--- config.mk ---
export PLATFORM = sky130hd
export DESIGN_NAME = midpoint_ellipse_stepper_core
export DESIGN_NICKNAME = d
export VERILOG_FILES = /design/src/rtl/elst_pkg.sv /design/src/rtl/elst_mac.sv /design/src/rtl/elst_emit.sv /design/src/rtl/midpoint_ellipse_stepper_core.sv
export VERILOG_INCLUDE_DIRS = /design/src /design/src/rtl
export SDC_FILE = /design/constraint.sdc
export NUM_CORES = 2
export LEC_CHECK = 0
export BUFFER_PORTS_ARGS = -buffer_cell sky130_fd_sc_hd__buf_2
export CORE_MARGIN = 2
export CORE_UTILIZATION = 35
export DETAILED_ROUTE_END_ITERATION = 6
export PLACE_DENSITY = 0.57
export SYNTH_ARGS = -nofsm -noshare
export SYNTH_HDL_FRONTEND = slang
export SYNTH_HIERARCHICAL = 1
export SYNTH_SLANG_ARGS = --single-unit
--- constraint.sdc ---
create_clock -name clk -period 24.7 [get_ports clk]
set_input_delay 1.235 -clock clk [delete_from_list [all_inputs] [get_ports clk]]
set_output_delay 1.235 -clock clk [all_outputs]
set_load 0.005 [all_outputs]
--- src/rtl/assert_macros.svh ---
// Assertion macros shared by the stepper RTL.
`ifndef ASSERT_MACROS_SVH
`define ASSERT_MACROS_SVH

// Same-cycle implication, disabled while in reset.
`define ELST_ASSERT_IMP(lbl, clk, rst_n, ante, cons) \
  lbl: assert property (@(posedge clk) disable iff (!rst_n) (ante) |-> (cons)) \
    else $error("elst assertion failed");

// Next-cycle implication, disabled while in reset.
`define ELST_ASSERT_NXT(lbl, clk, rst_n, ante, cons) \
  lbl: assert property (@(posedge clk) disable iff (!rst_n) (ante) |=> (cons)) \
    else $error("elst assertion failed");

`endif

--- src/rtl/elst_pkg.sv ---
// Shared types and constants for the midpoint ellipse stepper.
`timescale 1ns / 1ps
`default_nettype none
package elst_pkg;

  localparam int unsigned MAX_RADIUS_DEF = 1023;

  localparam int RAD_W   = 10;   // radius / center width
  localparam int X_W     = 11;   // step x
  localparam int Y_W     = 12;   // step y, signed
  localparam int D_W     = 48;   // decision / accumulator
  localparam int MA_W    = 34;   // multiplier operand a, signed
  localparam int MB_W    = 21;   // multiplier operand b, signed
  localparam int SQ_W    = 20;   // radius squared
  localparam int COORD_W = 12;   // plotted coordinate
  localparam int CFG_AW  = 8;
  localparam int CFG_DW  = 16;
  localparam int IN_DW   = 24;
  localparam int OUT_DW  = 32;

  localparam logic OP_LOAD = 1'b0;
  localparam logic OP_STEP = 1'b1;

  localparam logic [CFG_AW-1:0] REG_CENTER_X = 8'd0;
  localparam logic [CFG_AW-1:0] REG_CENTER_Y = 8'd1;

  // One issue slot of the shared multiply-accumulate unit.
  typedef struct packed {
    logic       acc;   // fold product into accumulator
    logic       clr;   // start a new sum
    logic       sub;   // subtract instead of add
    logic [1:0] sh;    // left shift of product
  } mac_op_t;

  // Point group handed to the output stage.
  typedef struct packed {
    logic        [X_W-1:0] x;
    logic signed [Y_W-1:0] y;
    logic                  fin;
  } pt_req_t;

endpackage
`default_nettype wire

--- src/rtl/elst_mac.sv ---
// Shared multiply-accumulate unit: registered product, then accumulate.
`timescale 1ns / 1ps
`default_nettype none
module elst_mac (
  input  wire                              clk,
  input  wire                              rst_n,
  input  elst_pkg::mac_op_t                op,
  input  wire signed [elst_pkg::MA_W-1:0]  a,
  input  wire signed [elst_pkg::MB_W-1:0]  b,
  output logic signed [elst_pkg::D_W-1:0]  prod,
  output logic signed [elst_pkg::D_W-1:0]  acc
);
  import elst_pkg::*;

  logic signed [MA_W+MB_W-1:0] full;
  logic signed [D_W-1:0]       prod_r;
  logic signed [D_W-1:0]       acc_r;
  logic signed [D_W-1:0]       acc_nxt;
  logic signed [D_W-1:0]       shifted;
  logic signed [D_W-1:0]       base;
  mac_op_t                     op_r;

  assign full    = a * b;
  assign shifted = prod_r <<< op_r.sh;
  assign base    = op_r.clr ? '0 : acc_r;

  always_comb begin
    acc_nxt = acc_r;
    if (op_r.acc) begin
      acc_nxt = op_r.sub ? (base - shifted) : (base + shifted);
    end
  end

  always_ff @(posedge clk) begin
    prod_r <= full[D_W-1:0];
    acc_r  <= acc_nxt;
    if (!rst_n) begin
      op_r <= '0;
    end else begin
      op_r <= op;
    end
  end

  assign prod = prod_r;
  assign acc  = acc_r;

endmodule
`default_nettype wire

--- src/rtl/elst_emit.sv ---
// Output stage: serializes the four symmetric points of one step.
`timescale 1ns / 1ps
`default_nettype none
`include "assert_macros.svh"
module elst_emit (
  input  wire                                clk,
  input  wire                                rst_n,
  input  wire                                req_valid,
  output logic                               req_ready,
  input  elst_pkg::pt_req_t                  req,
  input  wire [elst_pkg::RAD_W-1:0]          center_x,
  input  wire [elst_pkg::RAD_W-1:0]          center_y,
  output logic                               out_tvalid,
  input  wire                                out_tready,
  // point_x [11:0], point_y [23:12], quadrant [25:24], zero pad [31:26]
  output logic [elst_pkg::OUT_DW-1:0]        out_tdata,
  output logic                               out_tlast,
  // ellipse_done [0]
  output logic                               out_tuser
);
  import elst_pkg::*;

  localparam logic [1:0] Q_PP = 2'd0;
  localparam logic [1:0] Q_MM = 2'd2;
  localparam logic [1:0] Q_PM = 2'd3;

  logic                  busy_r, busy_nxt;
  logic [1:0]            quad_r, quad_nxt;
  pt_req_t               pt_r, pt_nxt;
  logic                  out_fire;
  logic [COORD_W-1:0]    cx12, cy12, xe, ye;
  logic [COORD_W-1:0]    px, py;

  assign req_ready = !busy_r;
  assign out_fire  = out_tvalid && out_tready;

  always_comb begin
    busy_nxt = busy_r;
    quad_nxt = quad_r;
    pt_nxt   = pt_r;
    if (req_valid && req_ready) begin
      busy_nxt = 1'b1;
      quad_nxt = Q_PP;
      pt_nxt   = req;
    end else if (out_fire) begin
      if (quad_r == Q_PM) begin
        busy_nxt = 1'b0;
      end
      quad_nxt = quad_r + 2'd1;
    end
  end

  always_ff @(posedge clk) begin
    pt_r <= pt_nxt;
    if (!rst_n) begin
      busy_r <= 1'b0;
      quad_r <= Q_PP;
    end else begin
      busy_r <= busy_nxt;
      quad_r <= quad_nxt;
    end
  end

  assign cx12 = {{(COORD_W-RAD_W){1'b0}}, center_x};
  assign cy12 = {{(COORD_W-RAD_W){1'b0}}, center_y};
  assign xe   = {{(COORD_W-X_W){1'b0}}, pt_r.x};
  assign ye   = pt_r.y;

  // +x in quadrants 0 and 3, +y in quadrants 0 and 1
  assign px = (quad_r == Q_PP || quad_r == Q_PM) ? (cx12 + xe) : (cx12 - xe);
  assign py = (quad_r == Q_MM || quad_r == Q_PM) ? (cy12 - ye) : (cy12 + ye);

  assign out_tvalid = busy_r;
  assign out_tdata  = {{(OUT_DW-2*COORD_W-2){1'b0}}, quad_r, py, px};
  assign out_tlast  = (quad_r == Q_PM);
  assign out_tuser  = pt_r.fin;

  `ELST_ASSERT_NXT(a_req_starts_q0, clk, rst_n, req_valid && req_ready,
                   out_tvalid && quad_r == Q_PP)
  `ELST_ASSERT_NXT(a_last_frees, clk, rst_n, out_fire && out_tlast, !busy_r)

endmodule
`default_nettype wire

--- src/rtl/midpoint_ellipse_stepper_core.sv ---
// Top level of the midpoint ellipse stepper: sequencer, state and ports.
`timescale 1ns / 1ps
`default_nettype none
`include "assert_macros.svh"
// Midpoint ellipse stepper. A load beat (tuser 0) latches both radii,
// saturated to MAX_RADIUS, and runs the load sequence with no output. A step
// beat (tuser 1) before completion puts out four point beats, quadrant 0..3,
// tlast on the fourth and tuser set on all four of the final step. Every
// product runs through one shared multiplier with a registered product and
// an accumulate stage behind it, issued at most one operation per cycle by
// the sequencer: a plain step runs the region 1 test and the update, one
// entering region 2 adds the region 2 start, a region 2 step runs the check
// and the update, and a step after completion does nothing. in_tready is high
// only while the sequencer is idle; the four point beats drain from their own
// output register while the next beat is worked on. Center registers take
// effect on points emitted after the write; cfg_ready is always high.
module midpoint_ellipse_stepper_core #(
  parameter int unsigned MAX_RADIUS = elst_pkg::MAX_RADIUS_DEF
) (
  input  wire                               clk,
  input  wire                               rst_n,
  input  wire                               in_tvalid,
  output logic                              in_tready,
  // radius_x [9:0], radius_y [19:10], zero pad [23:20]
  input  wire [elst_pkg::IN_DW-1:0]         in_tdata,
  // opcode [0]
  input  wire                               in_tuser,
  output logic                              out_tvalid,
  input  wire                               out_tready,
  // point_x [11:0], point_y [23:12], quadrant [25:24], zero pad [31:26]
  output logic [elst_pkg::OUT_DW-1:0]       out_tdata,
  output logic                              out_tlast,
  // ellipse_done [0]
  output logic                              out_tuser,
  input  wire                               cfg_valid,
  output logic                              cfg_ready,
  input  wire [elst_pkg::CFG_AW-1:0]        cfg_addr,
  input  wire [elst_pkg::CFG_DW-1:0]        cfg_data
);
  import elst_pkg::*;

  typedef enum logic [1:0] {PH_R1, PH_R2, PH_DONE} phase_t;

  typedef enum logic [4:0] {
    S_IDLE,
    S_L0, S_L1, S_L2, S_L3, S_L4, S_LD, S_LWB,
    S_T0, S_T1, S_TD, S_TTEST,
    S_R0, S_R1, S_R2, S_R3, S_R4, S_RD, S_RWB,
    S_CHK, S_EMIT,
    S_U1, S_U2, S_U3, S_UD, S_UWB
  } state_t;

  localparam logic [1:0] SH0 = 2'd0;
  localparam logic [1:0] SH2 = 2'd2;
  localparam logic [1:0] SH3 = 2'd3;
  localparam int         MR_W = 12;

  state_t                state_r, state_nxt;
  phase_t                phase_r, phase_nxt;
  logic        [X_W-1:0]  x_r, x_nxt;
  logic signed [Y_W-1:0]  y_r, y_nxt;
  logic signed [D_W-1:0]  d_r, d_nxt;
  logic [RAD_W-1:0]      rx_r, rx_nxt, ry_r, ry_nxt;
  logic [SQ_W-1:0]       rx2_r, rx2_nxt, ry2_r, ry2_nxt;
  logic                  bx_r, bx_nxt, by_r, by_nxt, fin_r, fin_nxt;
  logic [RAD_W-1:0]      cx_r, cx_nxt, cy_r, cy_nxt;

  logic                  in_fire;
  logic [RAD_W-1:0]      rad_x_in, rad_y_in, rad_x_sat, rad_y_sat;
  logic signed [Y_W-1:0] y_dec;
  logic signed [Y_W:0]   ty;
  logic [Y_W-1:0]        tx;

  mac_op_t               mop;
  logic signed [MA_W-1:0] ma;
  logic signed [MB_W-1:0] mb;
  logic signed [D_W-1:0]  mprod, macc;

  logic                  req_valid, req_ready;
  pt_req_t               req;

  // operand views
  logic signed [MA_W-1:0] a_rx, a_ry, a_rx2, a_ry2, a_prod;
  logic signed [MB_W-1:0] b_one, b_rx, b_ry, b_x, b_y, b_tx, b_ty, b_ry2;

  assign a_rx   = MA_W'(rx_r);
  assign a_ry   = MA_W'(ry_r);
  assign a_rx2  = MA_W'(rx2_r);
  assign a_ry2  = MA_W'(ry2_r);
  assign a_prod = mprod[MA_W-1:0];
  assign b_one  = MB_W'(1);
  assign b_rx   = MB_W'(rx_r);
  assign b_ry   = MB_W'(ry_r);
  assign b_x    = MB_W'(x_r);
  assign b_y    = MB_W'(y_r);
  assign b_tx   = MB_W'(tx);
  assign b_ty   = MB_W'(ty);
  assign b_ry2  = MB_W'(ry2_r);

  assign tx    = {x_r, 1'b1};
  assign ty    = {y_r[Y_W-1], y_r} - (Y_W+1)'(1);
  assign y_dec = y_r - Y_W'(1);

  assign in_tready = (state_r == S_IDLE);
  assign in_fire   = in_tvalid && in_tready;
  assign cfg_ready = 1'b1;

  assign rad_x_in  = in_tdata[RAD_W-1:0];
  assign rad_y_in  = in_tdata[2*RAD_W-1:RAD_W];
  assign rad_x_sat = (MR_W'(rad_x_in) > MR_W'(MAX_RADIUS)) ? RAD_W'(MAX_RADIUS) : rad_x_in;
  assign rad_y_sat = (MR_W'(rad_y_in) > MR_W'(MAX_RADIUS)) ? RAD_W'(MAX_RADIUS) : rad_y_in;

  assign req_valid = (state_r == S_EMIT);

  always_comb begin
    state_nxt = state_r;
    phase_nxt = phase_r;
    x_nxt     = x_r;
    y_nxt     = y_r;
    d_nxt     = d_r;
    rx_nxt    = rx_r;
    ry_nxt    = ry_r;
    rx2_nxt   = rx2_r;
    ry2_nxt   = ry2_r;
    bx_nxt    = bx_r;
    by_nxt    = by_r;
    fin_nxt   = fin_r;
    cx_nxt    = cx_r;
    cy_nxt    = cy_r;
    mop       = '0;
    ma        = a_rx2;
    mb        = b_one;
    req.x     = x_r;
    req.y     = y_r;
    req.fin   = 1'b0;

    if (cfg_valid && cfg_ready) begin
      if (cfg_addr == REG_CENTER_X) begin
        cx_nxt = cfg_data[RAD_W-1:0];
      end else if (cfg_addr == REG_CENTER_Y) begin
        cy_nxt = cfg_data[RAD_W-1:0];
      end
    end

    case (state_r)
      S_IDLE: begin
        if (in_fire) begin
          if (in_tuser == OP_LOAD) begin
            rx_nxt    = rad_x_sat;
            ry_nxt    = rad_y_sat;
            x_nxt     = '0;
            y_nxt     = Y_W'(rad_y_sat);
            phase_nxt = PH_R1;
            state_nxt = S_L0;
          end else if (phase_r == PH_R1) begin
            state_nxt = S_T0;
          end else if (phase_r == PH_R2) begin
            state_nxt = S_CHK;
          end
        end
      end
      // load: rx^2, ry^2, then d = 4ry^2 - 4rx^2*ry + rx^2
      S_L0: begin
        ma = a_rx; mb = b_rx;
        state_nxt = S_L1;
      end
      S_L1: begin
        rx2_nxt = mprod[SQ_W-1:0];
        ma = a_ry; mb = b_ry;
        state_nxt = S_L2;
      end
      S_L2: begin
        ry2_nxt = mprod[SQ_W-1:0];
        ma = a_rx2; mb = b_ry;
        mop = '{acc: 1'b1, clr: 1'b1, sub: 1'b1, sh: SH2};
        state_nxt = S_L3;
      end
      S_L3: begin
        ma = a_ry2; mb = b_one;
        mop = '{acc: 1'b1, clr: 1'b0, sub: 1'b0, sh: SH2};
        state_nxt = S_L4;
      end
      S_L4: begin
        ma = a_rx2; mb = b_one;
        mop = '{acc: 1'b1, clr: 1'b0, sub: 1'b0, sh: SH0};
        state_nxt = S_LD;
      end
      S_LD: state_nxt = S_LWB;
      S_LWB: begin
        d_nxt     = macc;
        state_nxt = S_IDLE;
      end
      // region 1 test: ry^2*x - rx^2*y <= 0
      S_T0: begin
        ma = a_ry2; mb = b_x;
        mop = '{acc: 1'b1, clr: 1'b1, sub: 1'b0, sh: SH0};
        state_nxt = S_T1;
      end
      S_T1: begin
        ma = a_rx2; mb = b_y;
        mop = '{acc: 1'b1, clr: 1'b0, sub: 1'b1, sh: SH0};
        state_nxt = S_TD;
      end
      S_TD: state_nxt = S_TTEST;
      S_TTEST: begin
        if (!y_r[Y_W-1] && (macc[D_W-1] || macc == '0)) begin
          state_nxt = S_EMIT;
        end else begin
          state_nxt = S_R0;
        end
      end
      // region 2 start: ry^2*tx^2 + 4rx^2*ty^2 - 4rx^2*ry^2
      S_R0: begin
        ma = a_ry2; mb = b_tx;
        state_nxt = S_R1;
      end
      S_R1: begin
        ma = a_prod; mb = b_tx;
        mop = '{acc: 1'b1, clr: 1'b1, sub: 1'b0, sh: SH0};
        state_nxt = S_R2;
      end
      S_R2: begin
        ma = a_rx2; mb = b_ty;
        state_nxt = S_R3;
      end
      S_R3: begin
        ma = a_prod; mb = b_ty;
        mop = '{acc: 1'b1, clr: 1'b0, sub: 1'b0, sh: SH2};
        state_nxt = S_R4;
      end
      S_R4: begin
        ma = a_rx2; mb = b_ry2;
        mop = '{acc: 1'b1, clr: 1'b0, sub: 1'b1, sh: SH2};
        state_nxt = S_RD;
      end
      S_RD: state_nxt = S_RWB;
      S_RWB: begin
        d_nxt     = macc;
        phase_nxt = PH_R2;
        state_nxt = S_CHK;
      end
      S_CHK: begin
        if (y_r[Y_W-1]) begin
          phase_nxt = PH_DONE;
          state_nxt = S_IDLE;
        end else begin
          state_nxt = S_EMIT;
        end
      end
      // hand off current point, then move x/y and pick the update terms
      S_EMIT: begin
        if (phase_r == PH_R1) begin
          req.fin = !d_r[D_W-1] && y_dec[Y_W-1];
        end else begin
          req.fin = y_dec[Y_W-1];
        end
        if (req_ready) begin
          fin_nxt = req.fin;
          if (phase_r == PH_R1) begin
            x_nxt  = x_r + X_W'(1);
            bx_nxt = 1'b1;
            by_nxt = !d_r[D_W-1];
            if (!d_r[D_W-1]) begin
              y_nxt = y_dec;
            end
          end else begin
            y_nxt  = y_dec;
            by_nxt = 1'b1;
            if (!d_r[D_W-1] && d_r != '0) begin
              bx_nxt = 1'b0;
            end else begin
              bx_nxt = 1'b1;
              x_nxt  = x_r + X_W'(1);
            end
          end
          state_nxt = S_U1;
        end
      end
      S_U1: begin
        ma = (phase_r == PH_R1) ? a_ry2 : a_rx2; mb = b_one;
        mop = '{acc: 1'b1, clr: 1'b1, sub: 1'b0, sh: SH2};
        state_nxt = S_U2;
      end
      S_U2: begin
        ma = a_ry2; mb = b_x;
        mop = '{acc: bx_r, clr: 1'b0, sub: 1'b0, sh: SH3};
        state_nxt = S_U3;
      end
      S_U3: begin
        ma = a_rx2; mb = b_y;
        mop = '{acc: by_r, clr: 1'b0, sub: 1'b1, sh: SH3};
        state_nxt = S_UD;
      end
      S_UD: state_nxt = S_UWB;
      S_UWB: begin
        d_nxt = d_r + macc;
        if (fin_r) begin
          phase_nxt = PH_DONE;
        end
        state_nxt = S_IDLE;
      end
      default: state_nxt = S_IDLE;
    endcase
  end

  always_ff @(posedge clk) begin
    x_r   <= x_nxt;
    y_r   <= y_nxt;
    d_r   <= d_nxt;
    rx_r  <= rx_nxt;
    ry_r  <= ry_nxt;
    rx2_r <= rx2_nxt;
    ry2_r <= ry2_nxt;
    bx_r  <= bx_nxt;
    by_r  <= by_nxt;
    fin_r <= fin_nxt;
    if (!rst_n) begin
      state_r <= S_IDLE;
      phase_r <= PH_DONE;
      cx_r    <= RAD_W'(320);
      cy_r    <= RAD_W'(240);
    end else begin
      state_r <= state_nxt;
      phase_r <= phase_nxt;
      cx_r    <= cx_nxt;
      cy_r    <= cy_nxt;
    end
  end

  elst_mac u_mac (
    .clk   (clk),
    .rst_n (rst_n),
    .op    (mop),
    .a     (ma),
    .b     (mb),
    .prod  (mprod),
    .acc   (macc)
  );

  elst_emit u_emit (
    .clk        (clk),
    .rst_n      (rst_n),
    .req_valid  (req_valid),
    .req_ready  (req_ready),
    .req        (req),
    .center_x   (cx_r),
    .center_y   (cy_r),
    .out_tvalid (out_tvalid),
    .out_tready (out_tready),
    .out_tdata  (out_tdata),
    .out_tlast  (out_tlast),
    .out_tuser  (out_tuser)
  );

  `ELST_ASSERT_IMP(a_emit_live, clk, rst_n, req_valid, phase_r != PH_DONE)
  `ELST_ASSERT_NXT(a_load_restarts, clk, rst_n, in_fire && in_tuser == OP_LOAD,
                   phase_r == PH_R1 && x_r == '0 && state_r == S_L0)
  `ELST_ASSERT_NXT(a_done_step_idle, clk, rst_n,
                   in_fire && in_tuser == OP_STEP && phase_r == PH_DONE,
                   state_r == S_IDLE && phase_r == PH_DONE)

endmodule
`default_nettype wire
After elaboration in Yosys (flattened, before gate mapping)

Index checks and enable logic that the tools add are counted.

$add $sub $neg: 11
Multiply operators: 1
Div/mod/pow operators: 0
Magnitude comparators: 0
Equality and inequality tests: 37
Shift-type cells: 1
Multiplexer cells: 39
Bitwise operators: 4
Reduce and logical (&&, ||, !) cells: 43

Operators by type and width:

| kind                    | count |
|---|---|
| $pmux W34 S5            | 1 |
| $pmux W21 S7            | 1 |
| $pmux W5 S24            | 1 |
| $add A48 B48 Y48        | 2 |
| $mux W48                | 2 |
| $pmux W48 S2            | 1 |
| $mux W12                | 7 |
| $mux W11                | 5 |
| $eq A5 B5 Y1 const B    | 10 |
| $logic_not A48 Y1       | 1 |
| $mul A34 B21 Y48        | 1 |
| $reduce_bool A48 Y1     | 1 |
| $sshl A48 B2 Y48        | 1 |
| $sub A48 B48 Y48        | 1 |
| $pmux W5 S9             | 1 |
| $eq A5 B4 Y1 const B    | 8 |
| $mux W5                 | 7 |
| $pmux W12 S2            | 1 |
| $pmux W11 S2            | 1 |
| $eq A5 B3 Y1 const B    | 4 |
| $mux W20                | 1 |
| $reduce_or A2 Y1        | 10 |
| $reduce_and A5 Y1       | 3 |
| $sub A12 B2 Y13 const B | 1 |
| 31 further kinds        | 64 |

Register bits after elaboration: 289
Latch bits: 0
Memory bits (writable): 0
Memory bits (read-only): 0
Logic and storage cells: 161
Memories kept: 0

Depth between registers and ports, before layout

Word-level depth: 6
Gate-level depth with buffers: 36

Hierarchy

The synthesis kept the hierarchy.

Modules (own cells, without submodules):

| module                        | times used | cells each | area an instance (µm²) |
|---|---|---|---|
| elst_mac                      | 1          | 3480       | 30503.0 |
| midpoint_ellipse_stepper_core | 1          | 1159       | 10760.3 |
| elst_emit                     | 1          | 251        | 2423.6 |

Worst setup path after synthesis

OpenSTA, ideal clock, no wires.

Path kind: reg-to-reg
Start: reg y_r[0]
End: reg u_mac.prod_r[46] (netlist: u_mac/prod[46])
Setup time: 0.127 ns
Arrival: 8.794 ns
Slack: 15.779 ns
Stages on the path, launching flop included: 34
Path buffers: 2
Clock period less this slack: 8.921 ns
Path through: edfxtp_1 > inv_1 > ha_1 > nand2_1 > or2_2 > nor3_1 > nand2_1 > nor2_1 > nor2_1 > a21oi_1 > a21o_1 > clkbuf_1 > clkbuf_1 > nand2_1 > fa_1 > inv_1 > fa_1 > inv_1 > fa_1 > inv_1 > fa_1 > fa_1 > fa_1 > inv_1 > fa_1 > inv_1 > ha_1 > inv_1 > or3_1 > o41ai_1 > or4b_1 > nand3_1 > nor4b_1 > or3_1

Cells in the longest elaborated chain, start to end: 3

Ends and longest elaborated chain:

| element                | RTL line                             | RTL |
|---|---|---|
| from (decl)            | midpoint_ellipse_stepper_core.sv:61  | `logic signed [Y_W-1:0] y_r, y_nxt;` |
| from (signal assigned) | midpoint_ellipse_stepper_core.sv:308 | `y_r <= y_nxt;` |
| $sub A12 B2 Y13        | midpoint_ellipse_stepper_core.sv:101 | `assign ty = {y_r[Y_W-1], y_r} - (Y_W+1)'(1);` |
| $pmux W21 S7           | midpoint_ellipse_stepper_core.sv:145 | `case (state_r)` |
| via mb[20]             | midpoint_ellipse_stepper_core.sv:76  | `logic signed [MB_W-1:0] mb;` |
| $mul A34 B21 Y48       | elst_mac.sv:23                       | `assign full = a * b;` |
| via u_mac.full[46]     | elst_mac.sv:15                       | `logic signed [MA_W+MB_W-1:0] full;` |
| to (signal assigned)   | elst_mac.sv:35                       | `prod_r <= full[D_W-1:0];` |
| to (decl)              | elst_mac.sv:16                       | `logic signed [D_W-1:0] prod_r;` |

The timed path passes the listed nets, and every way through them passes these cells.
A chain may end at the register's enable or synchronous reset.

Worst setup path after layout

Start: reg state_r[3]
End: reg u_mac.prod_r[47] (netlist: u_mac/prod[47])

Cells in the longest elaborated chain, start to end: 4
Elaborated cells between the ends (all ways): 24

Ends and longest elaborated chain:

| element                                                                      | RTL line                             | RTL |
|---|---|---|
| from (decl)                                                                  | midpoint_ellipse_stepper_core.sv:58  | `state_t state_r, state_nxt;` |
| from (signal assigned)                                                       | midpoint_ellipse_stepper_core.sv:323 | `state_r <= state_nxt;` |
| $eq A5 B5 Y1, or another cell as far along                                   | midpoint_ellipse_stepper_core.sv:145 |  |
| $reduce_or A4 Y1 (no source line) / $reduce_or A2 Y1 (equally long branches) | --                                   |  |
| $pmux W34 S5 *                                                               | midpoint_ellipse_stepper_core.sv:145 |  |
| via ma[19]                                                                   | midpoint_ellipse_stepper_core.sv:75  | `logic signed [MA_W-1:0] ma;` |
| $mul A34 B21 Y48 *                                                           | elst_mac.sv:23                       |  |
| via u_mac.full[47]                                                           | elst_mac.sv:15                       |  |

Mark *: on every way through the listed nets, which the timed path passes. The rest lies on a longest branch.

==> results.py <==
metrics = {
    "clock_tree": {
        "numCtsBuffers": 35,
        "h-tree-depth": 2,
        "cts_buffer_depth": 3,
        "clockRootBuffer": "clkbuf_16",
        "post_cts_resized": 0,
        "postCtsSetupRepairBufs": 0,
        "path_clk_slew_ns": 0.06,
        "cts_tree": "yes",
        "hold_buffers": 0,
        "insertion_delay_ns": 0.56,
        "clock_sinks": 289,
    },
    "global_routing": {
        "grt_pass1_vias": 34300,
        "grt_usage_pct": 18.6,
        "grt_start_max_net_pins": 97,
        "grt_pass1_wl_um": 190000,
        "antenna_found_initial": 0,
        "grt-ovfl-total": 0,
    },
    "floorplan": {
        "start_util_pct": 35.3,
        "die_h_um": 357,
        "io_pins": 91,
        "fp.dieW_um": 357,
        "die-area_sq_mm": 0.128,
        "row_count": 129,
        "coreArea_sq_mm": 0.124,
    },
    "sta": {
        "rsz0062_at_grt": "no",
        "skew_ns": 0.0141,
        "tightest_slew_ns": 1.18,
        "tns_ns": 0,
        "max_freq_mhz": 93.2,
        "slew_viol_final": 0,
        "fin_crit_sh_pct": 43.4,
        "finalHoldViolations": 0,
        "maxSlewHeadroom_pct": 21.4,
        "setup_viol": 0,
        "fin_crit_ns": 10.73,
    },
    "detailed_routing": {
        "antenna_left": 0,
        "drc": 15,
        "drt_iter0_drc": 2512,
        "firstDrtPassIters": 7,
        "drt-total-wl_um": 117000,
        "post_drt_wl_per_cell_um": 18.1,
        "vias": 33300,
        "vias_per_cell": 5.13,
    },
    "run_status": {
        "violations": "design-rule violations",
        "status": "finished, violations left",
    },
    "run": {
        "max_cap_viol_count": 0,
    },
    "placement": {
        "place_congestion": 0.889,
        "portBuffers": 73,
        "placed_cells": 6422,
        "dp_hpwl_um": 88100,
    },
    "setup_path": {
        "crit_fanout": 21,
        "critical-path-max-stage-delay_ns": 0.84,
        "worstSetupPathType": "reg -> reg",
        "crit_buf_inv": 6,
        "cpMostUsedCell": "fa_1",
        "cp_slowest_cell": "dfxtp_1",
        "critPathRequiredTime_ns": 25.10,
        "endpoint_kind": "flip-flop",
        "crit_family": "adder cells",
        "arrival_ns": 11.13,
        "cp-start-kind": "flip-flop",
    },
    "yosys": {
        "ys_top_cells_by_area": "fa_1 (29%), edfxtp_1 (14%), ha_1 (7.2%)",
        "yosysTopAreaCellShare_pct": 29.3,
        "synthCells": 4890,
        "yosysWarnings": 6,
        "synth_top_area_cell": "fa_1",
        "synthTopCellsByCount": "inv_1 (825), nand2_1 (682), fa_1 (639)",
        "synth_area_sq_mm": 0.0437,
        "yosysUniqueCellTypes": 108,
        "ys_async_sr_fraction_pct": 0,
        "yosysMostFrequentCell": "inv_1",
        "synth_seq_cells": 289,
        "synth-edff-count": 206,
        "ys_seq_area_share_pct": 18.0,
        "synthFlopType": "edfxtp_1",
        "synth_area_per_cell_sq_um": 8.93,
    },
    "hold_path": {
        "hold_class": "reg -> reg",
    },
    "final_layout": {
        "final_nets": 5768,
        "area_growth_pct": 7.19,
        "instances_no_fill": 6485,
        "drive_above_1_share_pct": 6.08,
        "fin_util_pct": 37.8,
        "antennaDiodeCount": 0,
        "fill_cells": 12500,
    },
}
==> final timing paths <==
check	startpoint	to	slack, ns	depth (start not counted)
hold reg to reg	cy_r[5]$_SDFFE_PN1P_	cy_r[5]$_SDFFE_PN1P_	0.50	2
setup reg to reg	state_r[3]$_SDFFE_PN0P_	u_mac/prod[47]$_DFF_P_	13.97	28
hold / removal	cy_r[5]$_SDFFE_PN1P_	cy_r[5]$_SDFFE_PN1P_	0.50	2
setup / recovery	state_r[3]$_SDFFE_PN0P_	u_mac/prod[47]$_DFF_P_	13.97	28
==> layer usage <==
metal	track usage, %	up-vias	wire, um
met5	0	-	0
met4	4.95	0	3270
met3	1.73	186	5470
met2	30.8	881	54300
met1	26.1	16600	54200
li1	-	15600	-
==> layout by cell type, fill, tap and decap left out, types with 16 or more instances in the layout <==
cell	n
nor3_1	53
nand2b_1	31
a31oi_1	39
clkbuf_16	35
a21oi_1	199
mux2_2	18
xor2_1	96
xnor2_1	154
o21ai_1	19
o21a_1	25
ha_1	253
edfxtp_1	206
a21o_1	81
inv_1	825
a22oi_1	16
o21ai_0	147
o211ai_1	20
nor4_1	36
dfxtp_1	80
nand2_1	681
a211oi_1	17
and3_1	22
o21bai_1	24
nand3_1	44
mux2i_1	69
buf_4	64
nor2_1	193
o31ai_1	16
fa_1	639
nand4_1	36
and2_1	277
buf_2	73
nor2b_1	83
==> layout make-up <==
cell class | instances | area (sq um) | share of cell area, %
Clock inverter | 22 | 259 | 0.553
Timing Repair Buffer | 137 | 846 | 1.81
Multi-Input combinational cell | 3533 | 31800 | 67.9
Clock buffer | 41 | 920 | 1.96
Inverter | 826 | 3100 | 6.62
Tap cell | 1637 | 2050 | 4.37
Sequential cell | 289 | 7850 | 16.8
==> through the flow <==
stage	area [sq um]	setup slack (ns)	hold slack [ns]
2_1_floorplan	43700	15.78	0.424
3_3_place_gp	45700	14.19	0.480
3_5_place_dp	45700	14.14	0.491
4_1_cts	46800	14.10	0.501
5_1_grt	46800	13.56	0.526
6_report	46800	13.97	0.499
==> flip-flops by register name, indices dropped and copies added (netlist names), 5 cells and up <==
name and cells:
u_mac/op_r 5, rx_r 10, x_r 11, u_emit/ye 12, ry_r 10, d_r 48
u_mac/prod 48, u_mac/acc 48, u_emit/pt_r 11, y_r 12, state_r 5, ry2_r 20
cx_r 10, cy_r 10, rx2_r 20
==> cell families (layout without fill, tap and decap cells) <==
logic type / count (synthesis) / count (layout) / synth area share, %
flops: 289 / 289 / 18.0
fa+ha+maj: 892 / 892 / 36.5
xor+xnor: 250 / 250 / 5.01
buf+inv: 1073 / 1026 / 9.46
other cells: 2 / 7 / 0.0172
simple gates: 1537 / 1537 / 17.1
compound gates: 751 / 751 / 11.3
mux: 96 / 96 / 2.53
==> worst min-delay path, stage by stage, from the launching register on <==
cell and delay [ns]:
dfxtp_1 0.34, mux2i_1 0.07, nand2_1 0.06
Power is not shown: default switching activity piles up to over one toggle a cycle in this logic, so the estimate is an artifact.
